## config.mk

```make
export PLATFORM = sky130hd
export DESIGN_NAME = percent_escape_decoder
export DESIGN_NICKNAME = d
export VERILOG_FILES = /design/src/ped_pkg.sv /design/src/percent_escape_decoder.sv /design/src/ped_step.sv
export SDC_FILE = /design/constraint.sdc
export NUM_CORES = 1
export LEC_CHECK = 0
export ABC_AREA = 1
export BUFFER_PORTS_ARGS = -buffer_cell sky130_fd_sc_hd__buf_2
export CAP_MARGIN = 30
export CORE_ASPECT_RATIO = 0.9
export CORE_MARGIN = 5
export CORE_UTILIZATION = 40
export DETAILED_ROUTE_END_ITERATION = 10
export GPL_ROUTABILITY_DRIVEN = 0
export PLACE_DENSITY_LB_ADDON = 0.2
export SLEW_MARGIN = 20
export SYNTH_ARGS = -nofsm -noshare
export SYNTH_HDL_FRONTEND = slang
export SYNTH_HIERARCHICAL = 1
export SYNTH_SLANG_ARGS = --single-unit
```

## constraint.sdc

```tcl
create_clock -name clk -period 8 [get_ports clk]
set_input_delay 1.6 -clock clk [delete_from_list [all_inputs] [get_ports clk]]
set_output_delay 1.6 -clock clk [all_outputs]
set_load 0.1 [all_outputs]
```

## src/ped_pkg.sv

```systemverilog
// types, codes and the hex digit helper for the percent-escape decoder
// no dependencies; imported by ped_step and percent_escape_decoder
package ped_pkg;

  localparam logic [7:0] PCT_CHAR = 8'h25;
  localparam logic [7:0] CHAR_0   = 8'h30;
  localparam logic [7:0] CHAR_9   = 8'h39;
  localparam logic [7:0] CHAR_LA  = 8'h61;
  localparam logic [7:0] CHAR_LF  = 8'h66;
  localparam logic [7:0] CHAR_UA  = 8'h41;
  localparam logic [7:0] CHAR_UF  = 8'h46;
  localparam int unsigned MAX_RES = 3;

  typedef enum logic [1:0] {
    PH_IDLE  = 2'd0,
    PH_PCT   = 2'd1,
    PH_DIGIT = 2'd2
  } phase_t;

  typedef struct packed {
    logic [7:0] in_byte;
    logic       in_last;
  } in_item_t;

  typedef struct packed {
    logic [7:0] out_byte;
    logic       out_last;
  } out_item_t;

  // results of one request and the state it leaves
  typedef struct packed {
    out_item_t [MAX_RES-1:0] items;
    logic [1:0]              cnt;
    phase_t                  phase;
    logic [7:0]              held;
  } step_res_t;

  // {is_hex, nibble}
  function automatic logic [4:0] hex_value(input logic [7:0] c);
    logic [7:0] d;
    begin
      d = 8'h00;
      if (c >= CHAR_0 && c <= CHAR_9) begin
        d = c - CHAR_0;
        hex_value = {1'b1, d[3:0]};
      end else if (c >= CHAR_LA && c <= CHAR_LF) begin
        d = c - CHAR_LA + 8'd10;
        hex_value = {1'b1, d[3:0]};
      end else if (c >= CHAR_UA && c <= CHAR_UF) begin
        d = c - CHAR_UA + 8'd10;
        hex_value = {1'b1, d[3:0]};
      end else begin
        hex_value = 5'b0_0000;
      end
    end
  endfunction

endpackage

```

## src/percent_escape_decoder.sv

```systemverilog
// percent-escape decoder top level: escape state, result buffer, handshakes
// depends on ped_pkg and ped_step
//
// Usage: one text byte per input request on in_data (in_byte, in_last),
// decoded bytes leave on out_data (out_byte, out_last), both channels with
// valid/ready. A '%' and two hex digits become one byte; "%00" and broken
// escapes pass as written. A pending '%' and first digit are kept across
// requests and flushed at in_last, where out_last marks the final result.
// Latency: a request's first result is valid the cycle after acceptance.
// Throughput: one request per cycle while each gives at most one result
// and out_ready stays high; a request giving more holds the input until
// its last result leaves the three-entry buffer, one entry per ready cycle.
// in_ready is high when the buffer is empty or its last entry leaves in
// the same cycle, so a stalled receiver stops input after one result.
// Reset (rst_n low, synchronous) empties the buffer and drops any pending
// escape.
module percent_escape_decoder import ped_pkg::*; (
  input  logic      clk,
  input  logic      rst_n,
  input  logic      in_valid,
  output logic      in_ready,
  input  in_item_t  in_data,
  output logic      out_valid,
  input  logic      out_ready,
  output out_item_t out_data
);

  phase_t                  phase_r;
  logic [7:0]              held_r;
  out_item_t [MAX_RES-1:0] buf_r;
  logic [1:0]              cnt_r;
  step_res_t               step;
  logic                    in_fire;
  logic                    out_fire;

  ped_step u_step (
    .item     (in_data),
    .phase_in (phase_r),
    .held_in  (held_r),
    .res      (step)
  );

  assign out_valid = (cnt_r != 2'd0);
  assign out_data  = buf_r[0];
  assign out_fire  = out_valid && out_ready;
  assign in_ready  = (cnt_r == 2'd0) || (cnt_r == 2'd1 && out_ready);
  assign in_fire   = in_valid && in_ready;

  always_ff @(posedge clk) begin
    if (!rst_n) begin
      phase_r <= PH_IDLE;
      held_r  <= 8'h00;
      cnt_r   <= 2'd0;
    end else begin
      if (in_fire) begin
        phase_r <= step.phase;
        held_r  <= step.held;
        cnt_r   <= step.cnt;
      end else if (out_fire) begin
        cnt_r <= cnt_r - 2'd1;
      end
    end
  end

  // payload buffer, entry 0 is presented
  always_ff @(posedge clk) begin
    if (in_fire) begin
      buf_r <= step.items;
    end else if (out_fire) begin
      buf_r <= {buf_r[MAX_RES-1], buf_r[MAX_RES-1:1]};
    end
  end

endmodule

```

## src/ped_step.sv

```systemverilog
// combinational decode of one request against the held escape state
// depends on ped_pkg
module ped_step import ped_pkg::*; (
  input  in_item_t   item,
  input  phase_t     phase_in,
  input  logic [7:0] held_in,
  output step_res_t  res
);

  always_comb begin
    logic [1:0] n;
    logic [4:0] hv;
    logic [4:0] h1;
    logic [7:0] val;
    logic [7:0] b;
    res = '0;
    n = 2'd0;
    b = item.in_byte;
    hv = hex_value(b);
    h1 = hex_value(held_in);
    val = {h1[4] ? h1[3:0] : 4'h0, hv[3:0]};
    res.phase = phase_in;
    res.held = held_in;
    case (phase_in)
      PH_PCT: begin
        if (hv[4]) begin
          res.held = b;
          res.phase = PH_DIGIT;
        end else begin
          res.items[n].out_byte = PCT_CHAR;
          n = n + 2'd1;
          if (b == PCT_CHAR) begin
            res.phase = PH_PCT;
          end else begin
            res.items[n].out_byte = b;
            n = n + 2'd1;
            res.phase = PH_IDLE;
          end
        end
      end
      PH_DIGIT: begin
        if (hv[4] && val != 8'h00) begin
          res.items[n].out_byte = val;
          n = n + 2'd1;
          res.phase = PH_IDLE;
        end else begin
          // not a valid escape, or the null escape: pass it as written
          res.items[n].out_byte = PCT_CHAR;
          n = n + 2'd1;
          res.items[n].out_byte = held_in;
          n = n + 2'd1;
          if (b == PCT_CHAR) begin
            res.phase = PH_PCT;
          end else begin
            res.items[n].out_byte = b;
            n = n + 2'd1;
            res.phase = PH_IDLE;
          end
        end
      end
      default: begin
        if (b == PCT_CHAR) begin
          res.phase = PH_PCT;
        end else begin
          res.items[n].out_byte = b;
          n = n + 2'd1;
          res.phase = PH_IDLE;
        end
      end
    endcase
    if (item.in_last) begin
      // flush whatever escape is still pending
      if (res.phase == PH_PCT) begin
        res.items[n].out_byte = PCT_CHAR;
        n = n + 2'd1;
      end else if (res.phase == PH_DIGIT) begin
        res.items[n].out_byte = PCT_CHAR;
        n = n + 2'd1;
        res.items[n].out_byte = res.held;
        n = n + 2'd1;
      end
      res.phase = PH_IDLE;
      if (n != 2'd0) begin
        res.items[n - 2'd1].out_last = 1'b1;
      end
    end
    res.cnt = n;
  end

endmodule

```

; ---- Word level (Yosys, flattened, before mapping)
; Index checks and enable logic that the tools add are counted.
[classes]
n_eq_ne = 6
mux = 51
add_sub_neg = 14
reduce_logical = 19
n_lt_le_gt_ge = 18
[op_table]
columns = operator, n
row1 = 27-bit two-way mux, 6
row2 = 27-bit bitwise mux, 3
row3 = 8-bit two-way mux, 8
row4 = 9-bit demux with 2-bit select, 3
row5 = "8-bit by 7-bit >= comparator with 1-bit output, second input constant", 4
row6 = "8-bit by 7-bit less-or-equal comparator with 1-bit output, second input constant", 4
row7 = 8-bit case mux with 2 select lines, 2
row8 = 5-bit two-way mux, 6
row9 = 2-bit two-way mux, 12
row10 = "4-bit by 1-bit subtractor with 4-bit output, second input constant", 6
row11 = 18-bit two-way mux, 1
row12 = 9-bit two-way mux, 2
row13 = "4-bit adder, second input constant", 4
row14 = "8-bit by 6-bit >= comparator with 1-bit output, second input constant", 2
row15 = "8-bit by 6-bit less-or-equal comparator with 1-bit output, second input constant", 2
row16 = 1-bit logical AND, 13
row17 = "2-bit by 3-bit less-than comparator with 1-bit output, second input constant", 3
row18 = "8-bit by 6-bit == test with 1-bit output, second input constant", 1
row19 = 2-bit case mux with 2 select lines, 2
row20 = 8-bit nonzero test, 1
row21 = "2-bit by 1-bit == test with 1-bit output, second input constant", 3
row22 = "2-bit by 1-bit >= comparator with 1-bit output, second input constant", 3
row23 = 6-bit two-way mux, 1
row24 = 2-bit nonzero test, 3
row25 = 7 further kinds, 13
[totals]
output_inout_bits = 11
elab_cells = 117
regBits = 39
inputBits = 13

; ---- Logic depth before layout (Yosys ltp)
; Gate-level depths: netlist of run 1.
[logic_depth]
depth_word = 24
ltp_mapped = 26
ltp_nobuf = 26

; ---- By module
; Netlist of run 1, hierarchy kept.
[modules_own_cells]
columns = module, seq_area_each_um2, area_each_um2, cells_per_inst, n_inst
row1 = percent_escape_decoder, 1051.0, 1724.2, 183, 1
row2 = ped_step, 0.0, 1463.9, 280, 1

; ---- Worst setup path before layout of run 1
; OpenSTA, ideal clock, no wires.
[synth_timing]
path_type = in2reg
from = input port in_data[2] (netlist name)
to = register cnt_r[1]
setup_ps = 120
slack_ps = 4019
t_arrival_ps = 3860
stages = 24
required_time_ps = 7880
n_path_buf = 0
path_cell_list = inv_1 ha_1 o21ai_2 nand2_1 nand2_2 inv_2 nand2_1 nand2_1 inv_2 nand2_1 nor2_2 nand2_2 nand2_4 nand2_4 nand2_1 nand2_2 ha_1 o32a_1 nand3_1 nand2_1 nand3_1 nand2_1 nor2_1 nor2_1
[synth_lines]
columns = element, line
row1 = from (decl), percent_escape_decoder.sv:22  ; input in_item_t in_data,
row2 = to (signal assigned), percent_escape_decoder.sv:58  ; cnt_r <= step.cnt;
row3 = to (signal assigned), percent_escape_decoder.sv:60  ; cnt_r <= cnt_r - 2'd1;
row4 = to (decl), percent_escape_decoder.sv:31  ; logic [1:0] cnt_r;

==> results.json, run 1 <==
{
  "cts_tree": "built",
  "cpPeakStageDelay_ns": 0.25,
  "ctsResizeCount": 0,
  "r2r_slack_ns": 4.44,
  "critPathArrivalTime_ns": 4.58,
  "syn_area_per_cell_um2": 6.886,
  "drtIter0Drc": 286,
  "ys_seq_area_frac": 0.3297,
  "finalSetupViolCount": 0,
  "dp_cells": 559,
  "hold_viol": 0,
  "synth.distinct_cells": 35,
  "antenna_found_initial": 0,
  "mostFrequentLayoutCell": "nand2_1",
  "die-height_um": 94.70,
  "syn_nets": 492,
  "diodes": 0,
  "cts_buffer_depth": 2,
  "slew_headroom": 0.4197,
  "fin_crit_ns": 4.532,
  "worst_r2r_startpoint": "held_r[0]",
  "internal-power_mw": 0.5439,
  "grt_overflow": 0,
  "hold-path-cell-count": 2,
  "drc": 0,
  "hold_path_startpoint": "buf_r[18]",
  "whs_endpoint": "buf_r[9]",
  "initial_utilization": 0.4163,
  "slowest_stage": "ha_1",
  "grt_pass1_wl_mm": 13.53,
  "area_delta_synth_final_pct": 4.160,
  "drive_gt1_frac": 0.1253,
  "die-area_um2": 9858,
  "p_switching_mw": 0.6692,
  "yosys_warnings": 6,
  "worst_pin_slew_ns": 0.8683,
  "reg2reg_to": "out_data[5]",
  "viasPerCell": 5.256,
  "clk_latency_ns": 0.29,
  "cpMostUsedCell": "nand2_1",
  "p_clk_frac": 0.106,
  "layout_common_cells": "nand2_1, inv_1, nor2_1, o21ai_0, nand3_1",
  "p_per_area_nw_per_um2": 365.3,
  "p_comb_frac": 0.591,
  "cts_sinks": 39,
  "p_leak_nw": 1.558,
  "drt_wl_total_mm": 8.185,
  "end_kind": "flip-flop",
  "crit_path_start_kind": "input pin",
  "instances_no_fill": 567,
  "drt_pass1_iterations": 6,
  "rows": 30,
  "cp_top_family": "simple AND/OR/NAND/NOR gates",
  "reg2regPathDepth": 23,
  "die_width_um": 104.1,
  "cts_buffers": 5,
  "crit_buf_inv": 6,
  "tns_ns": 0,
  "drv_cap": 0,
  "io_pins": 24,
  "postCtsSetupRepairBufs": 0,
  "core_region_area_um2": 7657,
  "wire_per_inst_um": 14.44,
  "dp_hpwl_mm": 6.204,
  "crit_required_ns": 8.05,
  "syn_inst": 463,
  "maxSlewViolCount": 0,
  "clock_skew_ns": 0.005579,
  "routed-via-count": 2980,
  "grt_setup_unrepaired": "no",
  "htree_levels": 2,
  "peakVddDrop_v": 0.0001469,
  "grtUsageTotal": 0.1672,
  "outcome": "completed",
  "grt_max_degree": 40,
  "timing_worst_setup_path_type": "input pin to flip-flop",
  "switching_share": 0.5517,
  "syn-cell-area_um2": 3188,
  "max_freq_mhz": 220.6,
  "cp_max_fo": 15,
  "min_path_type": "flip-flop to flip-flop",
  "clkTransAtPathRegs_ns": 0.07,
  "hold_buffers": 0,
  "seqPwrFrac": 0.303,
  "grt_pass1_vias": 2774,
  "nets": 499,
  "ant_nets": 0,
  "nFillCells": 829,
  "ys_ff_latch": 39,
  "period_share": 0.5666,
  "portBuffers": 23,
  "cts_root_buf": "clkbuf_8"
}
-- layer usage --
| layer | track usage | share of wire | up-vias |
|---|---|---|---|
| met2 | 0.2760 | 0.45 | 94 |
| met3 | 0.03418 | 0.056 | 15 |
| met1 | 0.2220 | 0.47 | 1370 |
| li1 | - | - | 1501 |
| met5 | 0 | 0 | - |
| met4 | 0.05070 | 0.021 | 0 |
-- cell families after synthesis --
kind of cell,Yosys count,synth area share
DFF,39,0.3297
adders and majority gates,16,0.06279
AOI/OAI and AO/OA,72,0.1291
and+or+nand+nor,252,0.3489
buffers and inverters,84,0.1295
-- synth_stat cells, drive strengths merged --
library cell | count | area [um2]
nand2 | 150 | 613.1
inv | 61 | 229.0
nor2 | 55 | 226.5
o21ai | 46 | 234.0
nand3 | 36 | 180.2
edfxtp | 27 | 810.8
buf | 21 | 176.4
ha | 16 | 200.2
dfxtp | 12 | 240.2
a21oi | 9 | 45.04
o22ai | 7 | 50.05
nand4 | 6 | 37.54
o211ai | 4 | 30.03
clkbuf | 2 | 7.510
nor3 | 2 | 21.27
o21a | 2 | 15.01
or2 | 2 | 12.51
a31oi | 1 | 6.260
nor4 | 1 | 21.27
o31ai | 1 | 12.51
o32a | 1 | 10.01
o32ai | 1 | 8.760
-- cell type report --
cell class	count	area, um2	share of cell area
Clock inverter	1	5.005	0.001507
Sequential cell	39	1051	0.3165
Timing Repair Buffer	23	115.1	0.03466
Clock buffer	7	76.32	0.02298
Multi-Input combinational cell	340	1724	0.5192
Inverter	61	229.0	0.06895
Tap cell	96	120.1	0.03617
-- state kept, by name (all words and copies together) (netlist names) --
register,flops
buf_r,18
cnt_r,2
held_r,8
out_data,9
phase_r,2
-- stage by stage --
| step | hold WS, ns | area [um2] | util | setup WS (ns) | power [mW] |
|---|---|---|---|---|---|
| 2_1_floorplan | 0.4762 | 3188 | - | 4.019 | 0.9993 |
| 3_3_place_gp | 0.4996 | 3239 | 0.4230 | 3.202 | 1.081 |
| 3_5_place_dp | 0.5018 | 3239 | 0.4230 | 3.201 | 1.086 |
| 4_1_cts | 0.5190 | 3321 | 0.4337 | 3.489 | 1.217 |
| 5_1_grt | 0.5464 | 3321 | 0.4337 | 3.124 | 1.303 |
| 6_report | 0.5178 | 3321 | 0.4337 | 3.468 | 1.213 |
-- worst register-to-register path, cell delays in order, from the launching register on --
cell     delay (ns)
dfxtp_1        0.41
inv_1          0.17
ha_1           0.25
o21ai_1        0.12
nand2_1        0.10
nand2_2        0.10
nand2_1        0.09
o21ai_0        0.11
nand2_1        0.10
nor2_2         0.15
nand2_2        0.08
nand2_4        0.09
nand2_4        0.12
nand2_1        0.13
nand2_2        0.09
inv_1          0.15
ha_1           0.25
nand2_1        0.12
a21oi_1        0.22
inv_1          0.12
nand2_1        0.08
o21ai_0        0.10
nand2_1        0.10
nand2_1        0.06
-- worst max-delay path by stage --
stage | from | end | slack (ns) | cells after the start
finish | in_data[1] | out_data[5] | 3.47 | 26
CTS | in_data[1] | out_data[5] | 3.49 | 26
global placement | in_data[1] | out_data[5] | 3.20 | 26
global route | in_data[1] | out_data[5] | 3.12 | 26
detailed placement | in_data[1] | out_data[5] | 3.20 | 26
floorplan | in_data[2] | cnt_r[1] | 4.02 | 24
-- power by group through the flow --
stage | Sequential [mW] | Clock (mW) | Combinational (mW)
after floorplan | 0.360 | 0 | 0.639
after global placement | 0.371 | 0 | 0.710
after detailed placement | 0.373 | 0 | 0.713
after CTS | 0.369 | 0.133 | 0.715
after global routing | 0.378 | 0.140 | 0.786
final | 0.367 | 0.129 | 0.717
No activity file was read; power rests on OpenSTA's default activity.
==> inputs of run 2 (changes only) <==
clock period = 4 ns   (was 8 ns; I/O delays follow)
==> results.json, run 2 (synthesis results as in run 1) <==
{
  "io_pins": 24,
  "min_path_type": "flip-flop to flip-flop",
  "layout_common_cells": "nand2_1, inv_1, nor2_1, o21ai_0, nand3_1",
  "grt_pass1_wl_mm": 14.24,
  "cpMostUsedCell": "nand2_1",
  "p_total_mw": 2.477,
  "cts_root_buf": "clkbuf_8",
  "layout_setup_ws_ns": 0.3274,
  "regArea_um2": 1051,
  "timing_worst_setup_path_type": "input pin to flip-flop",
  "period_share": 0.9182,
  "portBuffers": 23,
  "whs_ns": 0.5202,
  "dp_cells": 563,
  "fin_crit_ns": 3.673,
  "crit_buf_inv": 6,
  "crit_path_start_kind": "input pin",
  "diodes": 0,
  "nets": 503,
  "critPathArrivalTime_ns": 3.72,
  "slew_headroom": 0.4168,
  "die_width_um": 104.1,
  "tns_ns": 0,
  "core_region_area_um2": 7657,
  "grt_max_degree": 40,
  "cp_max_fo": 15,
  "end_kind": "flip-flop",
  "p_leak_nw": 1.583,
  "grtUsageTotal": 0.1778,
  "viasPerCell": 5.308,
  "instances_no_fill": 571,
  "routed-via-count": 3031,
  "mostFrequentLayoutCell": "nand2_1",
  "wire_per_inst_um": 14.89,
  "area_delta_synth_final_pct": 5.377,
  "dp_hpwl_mm": 6.412,
  "clock_skew_ns": 0.01512,
  "largest_register_ffs": 18,
  "top_register": "buf_r",
  "cts_buffer_depth": 2,
  "grt_pass1_vias": 2930,
  "cts_buffers": 5,
  "antenna_found_initial": 0,
  "worst_pin_slew_ns": 0.8726,
  "maxSlewViolCount": 0,
  "grt_overflow": 0,
  "cp_top_family": "simple AND/OR/NAND/NOR gates",
  "drive_gt1_frac": 0.1326,
  "r2r_slack_ns": 0.54,
  "max_freq_mhz": 272.3,
  "multi_input_area_um2": 1724,
  "crit_required_ns": 4.05,
  "placed_area_um2": 3269,
  "slowest_stage": "ha_1",
  "drtIter0Drc": 287,
  "die-area_um2": 9858,
  "drv_cap": 0,
  "outcome": "completed",
  "fin_util": 0.4387,
  "nFillCells": 809,
  "clk_latency_ns": 0.29,
  "p_per_area_nw_per_um2": 737.2,
  "rows": 30,
  "ant_nets": 0,
  "clkTransAtPathRegs_ns": 0.08,
  "drc": 0,
  "postCtsSetupRepairBufs": 0,
  "ctsResizeCount": 0,
  "hold_viol": 0,
  "pre_cts_ws_ns": 0.09015,
  "grt_setup_unrepaired": "no",
  "cpPeakStageDelay_ns": 0.24,
  "drt_wl_total_mm": 8.502,
  "cts_sinks": 39,
  "hold_buffers": 0,
  "design_area_um2": 3359,
  "drt_pass1_iterations": 7,
  "die-height_um": 94.70,
  "htree_levels": 2,
  "peakVddDrop_v": 0.0003241,
  "initial_utilization": 0.4163,
  "finalSetupViolCount": 0,
  "cts_tree": "built"
}
==> run 2: cell count changes in the layout (fill, tap and decap cells not counted), sizes merged <==
cell / previous run / this run
buf: 23 / 27
==> run 2: path summary, 6_finish.rpt <==
| check | start | endpoint | cells after the start |
|---|---|---|---|
| setup / recovery | in_data[1] | out_data[5] | 26 |
| hold / removal | buf_r[17] | out_data[8] | 2 |
| setup reg to reg | held_r[1] | out_data[5] | 23 |
| hold reg to reg | buf_r[17] | out_data[8] | 2 |
==> run 2: worst min-delay path, stage by stage, from the launching register on <==
cell	delay [ns]
edfxtp_1	0.32
nand2_1	0.05
nand2_1	0.05
==> run 2: final cells by class <==
class | count | area share
Clock buffer | 7 | 0.02570
Clock inverter | 1 | 0.001117
Inverter | 61 | 0.06816
Multi-Input combinational cell | 340 | 0.5132
Sequential cell | 39 | 0.3128
Tap cell | 96 | 0.03575
Timing Repair Buffer | 27 | 0.04320
==> run 2: report_power, final <==
part	switching (mW)	internal, mW
Clock	0.137	0.138
Sequential	0.0783	0.655
Combinational	1.14	0.325
Total	1.36	1.12
==> run 2: layer usage <==
layer / part of all wire / vias up / GRT usage
met5: 0 / - / 0
met4: 0.018 / 0 / 0.05394
met3: 0.071 / 17 / 0.02871
met2: 0.46 / 131 / 0.2978
met1: 0.45 / 1365 / 0.2372
li1: - / 1518 / -
==> inputs of run 3 (changes only) <==
CELL_PAD_IN_SITES_DETAIL_PLACEMENT = 0   (was unset)
CELL_PAD_IN_SITES_GLOBAL_PLACEMENT = 2   (was unset)
CORE_UTILIZATION = 31   (was 40)
==> results.json, run 3 (synthesis results as in run 1) <==
{
  "drive_gt1_frac": 0.1402,
  "die_width_um": 116.9,
  "diodes": 0,
  "gr-max-usage-layer": "met2",
  "period_share": 0.9036,
  "largest_register_ffs": 18,
  "min_path_type": "flip-flop to flip-flop",
  "max_freq_mhz": 276.7,
  "grt_max_degree": 40,
  "critPathArrivalTime_ns": 3.65,
  "crit_path_start_kind": "input pin",
  "wire_per_inst_um": 15.50,
  "use_met2": 0.2600,
  "die-height_um": 106.2,
  "ant_nets": 0,
  "drtIter0Drc": 131,
  "drt_wl_total_mm": 9.406,
  "outcome": "completed",
  "viasPerCell": 4.890,
  "clock_skew_ns": 0.004419,
  "finalSetupViolCount": 0,
  "grt_setup_unrepaired": "no",
  "top_register": "buf_r",
  "drv_cap": 0,
  "htree_levels": 2,
  "drt_pass1_iterations": 5,
  "timing_worst_setup_path_type": "input pin to flip-flop",
  "ctsResizeCount": 0,
  "hold_path_startpoint": "buf_r[18]",
  "core_region_area_um2": 10160,
  "die-area_um2": 12410,
  "crit_required_ns": 4.03,
  "p_leak_nw": 1.634,
  "portBuffers": 23,
  "cpPeakStageDelay_ns": 0.25,
  "area_delta_synth_final_pct": 9.812,
  "p_per_area_nw_per_um2": 767.8,
  "startpoint": "in_data[1]",
  "io_pins": 24,
  "cpMostUsedCell": "nand2_1",
  "clkTransAtPathRegs_ns": 0.06,
  "initial_utilization": 0.3138,
  "tns_ns": 0,
  "end_kind": "flip-flop",
  "worst_pin_slew_ns": 0.6616,
  "nets": 506,
  "grt_pass1_wl_mm": 15.57,
  "mostFrequentLayoutCell": "nand2_1",
  "cts_buffers": 5,
  "slowest_stage": "ha_1",
  "crit_buf_inv": 6,
  "cts_root_buf": "clkbuf_16",
  "worst_r2r_startpoint": "held_r[1]",
  "cts_buffer_depth": 2,
  "hold_buffers": 0,
  "slew_headroom": 0.5563,
  "grtUsageTotal": 0.1605,
  "maxSlewViolCount": 0,
  "dp_hpwl_mm": 7.245,
  "layout_common_cells": "nand2_1, inv_1, nor2_1, o21ai_0, nand3_1",
  "cp_max_fo": 7,
  "cp_top_family": "simple AND/OR/NAND/NOR gates",
  "grt_pass1_vias": 2971,
  "use_met1": 0.2266,
  "met3_usage": 0.02220,
  "routed-via-count": 2968,
  "peakVddDrop_v": 0.0004707,
  "rows": 35,
  "instances_no_fill": 607,
  "dp_cells": 598,
  "cts_tree": "built",
  "antenna_found_initial": 0,
  "hold_viol": 0,
  "cts_sinks": 39,
  "fin_crit_ns": 3.614,
  "postCtsSetupRepairBufs": 0,
  "grt_overflow": 0,
  "clk_latency_ns": 0.28,
  "drc": 0
}
## run 3: cell types whose count changed in the layout (fill, tap and decap cells not counted), sizes merged
cell    before  now
bufinv       0    1
clkinv       1    2
buf         27   30
clkbuf       7    5
## run 3: report_power, final
group	switching, mW	internal, mW	total (mW)
Sequential	0.0772	0.654	0.731
Combinational	1.15	0.342	1.50
Clock	0.170	0.291	0.461
Total	1.40	1.29	2.69
## run 3: layout make-up
| class | instances | area (um2) |
|---|---|---|
| Clock buffer | 5 | 125.1 |
| Clock inverter | 3 | 38.79 |
| Fill cell | 1166 | 6659 |
| Inverter | 61 | 229.0 |
| Multi-Input combinational cell | 340 | 1724 |
| Sequential cell | 39 | 1051 |
| Tap cell | 129 | 161.4 |
| Timing Repair Buffer | 30 | 171.4 |
## run 3: through the flow
step	setup slack [ns]	power (mW)	utilization	hold slack [ns]	area (um2)
final	0.3858	2.688	0.3446	0.5120	3501
after global routing	0.07852	2.891	0.3446	0.5379	3501
after CTS	0.4550	2.702	0.3435	0.5186	3490
after detailed placement	0.1659	2.231	0.3273	0.5038	3326
after global placement	0.1468	2.242	0.3273	0.5029	3326
after floorplan	0.8194	1.999	-	0.4762	3188
## run 3: path summary, 6_finish.rpt
kind | end | slack [ns] | cells after the start
max | out_data[5] | 0.39 | 26
min | buf_r[9] | 0.51 | 2
max reg2reg | out_data[5] | 0.52 | 23
min reg2reg | buf_r[9] | 0.51 | 2
## run 3: layer usage
layer	wire, um	vias up	share of wire
met5	0	-	0
met4	106	0	0.011
met3	330	4	0.035
met2	4366	54	0.46
met1	4603	1393	0.49
li1	-	1517	-
## run 3: worst min-delay path, delay by kind of cell (launching register included)
family / cells / cell delay (ns)
simple gates: 2 / 0.10
flops: 1 / 0.32
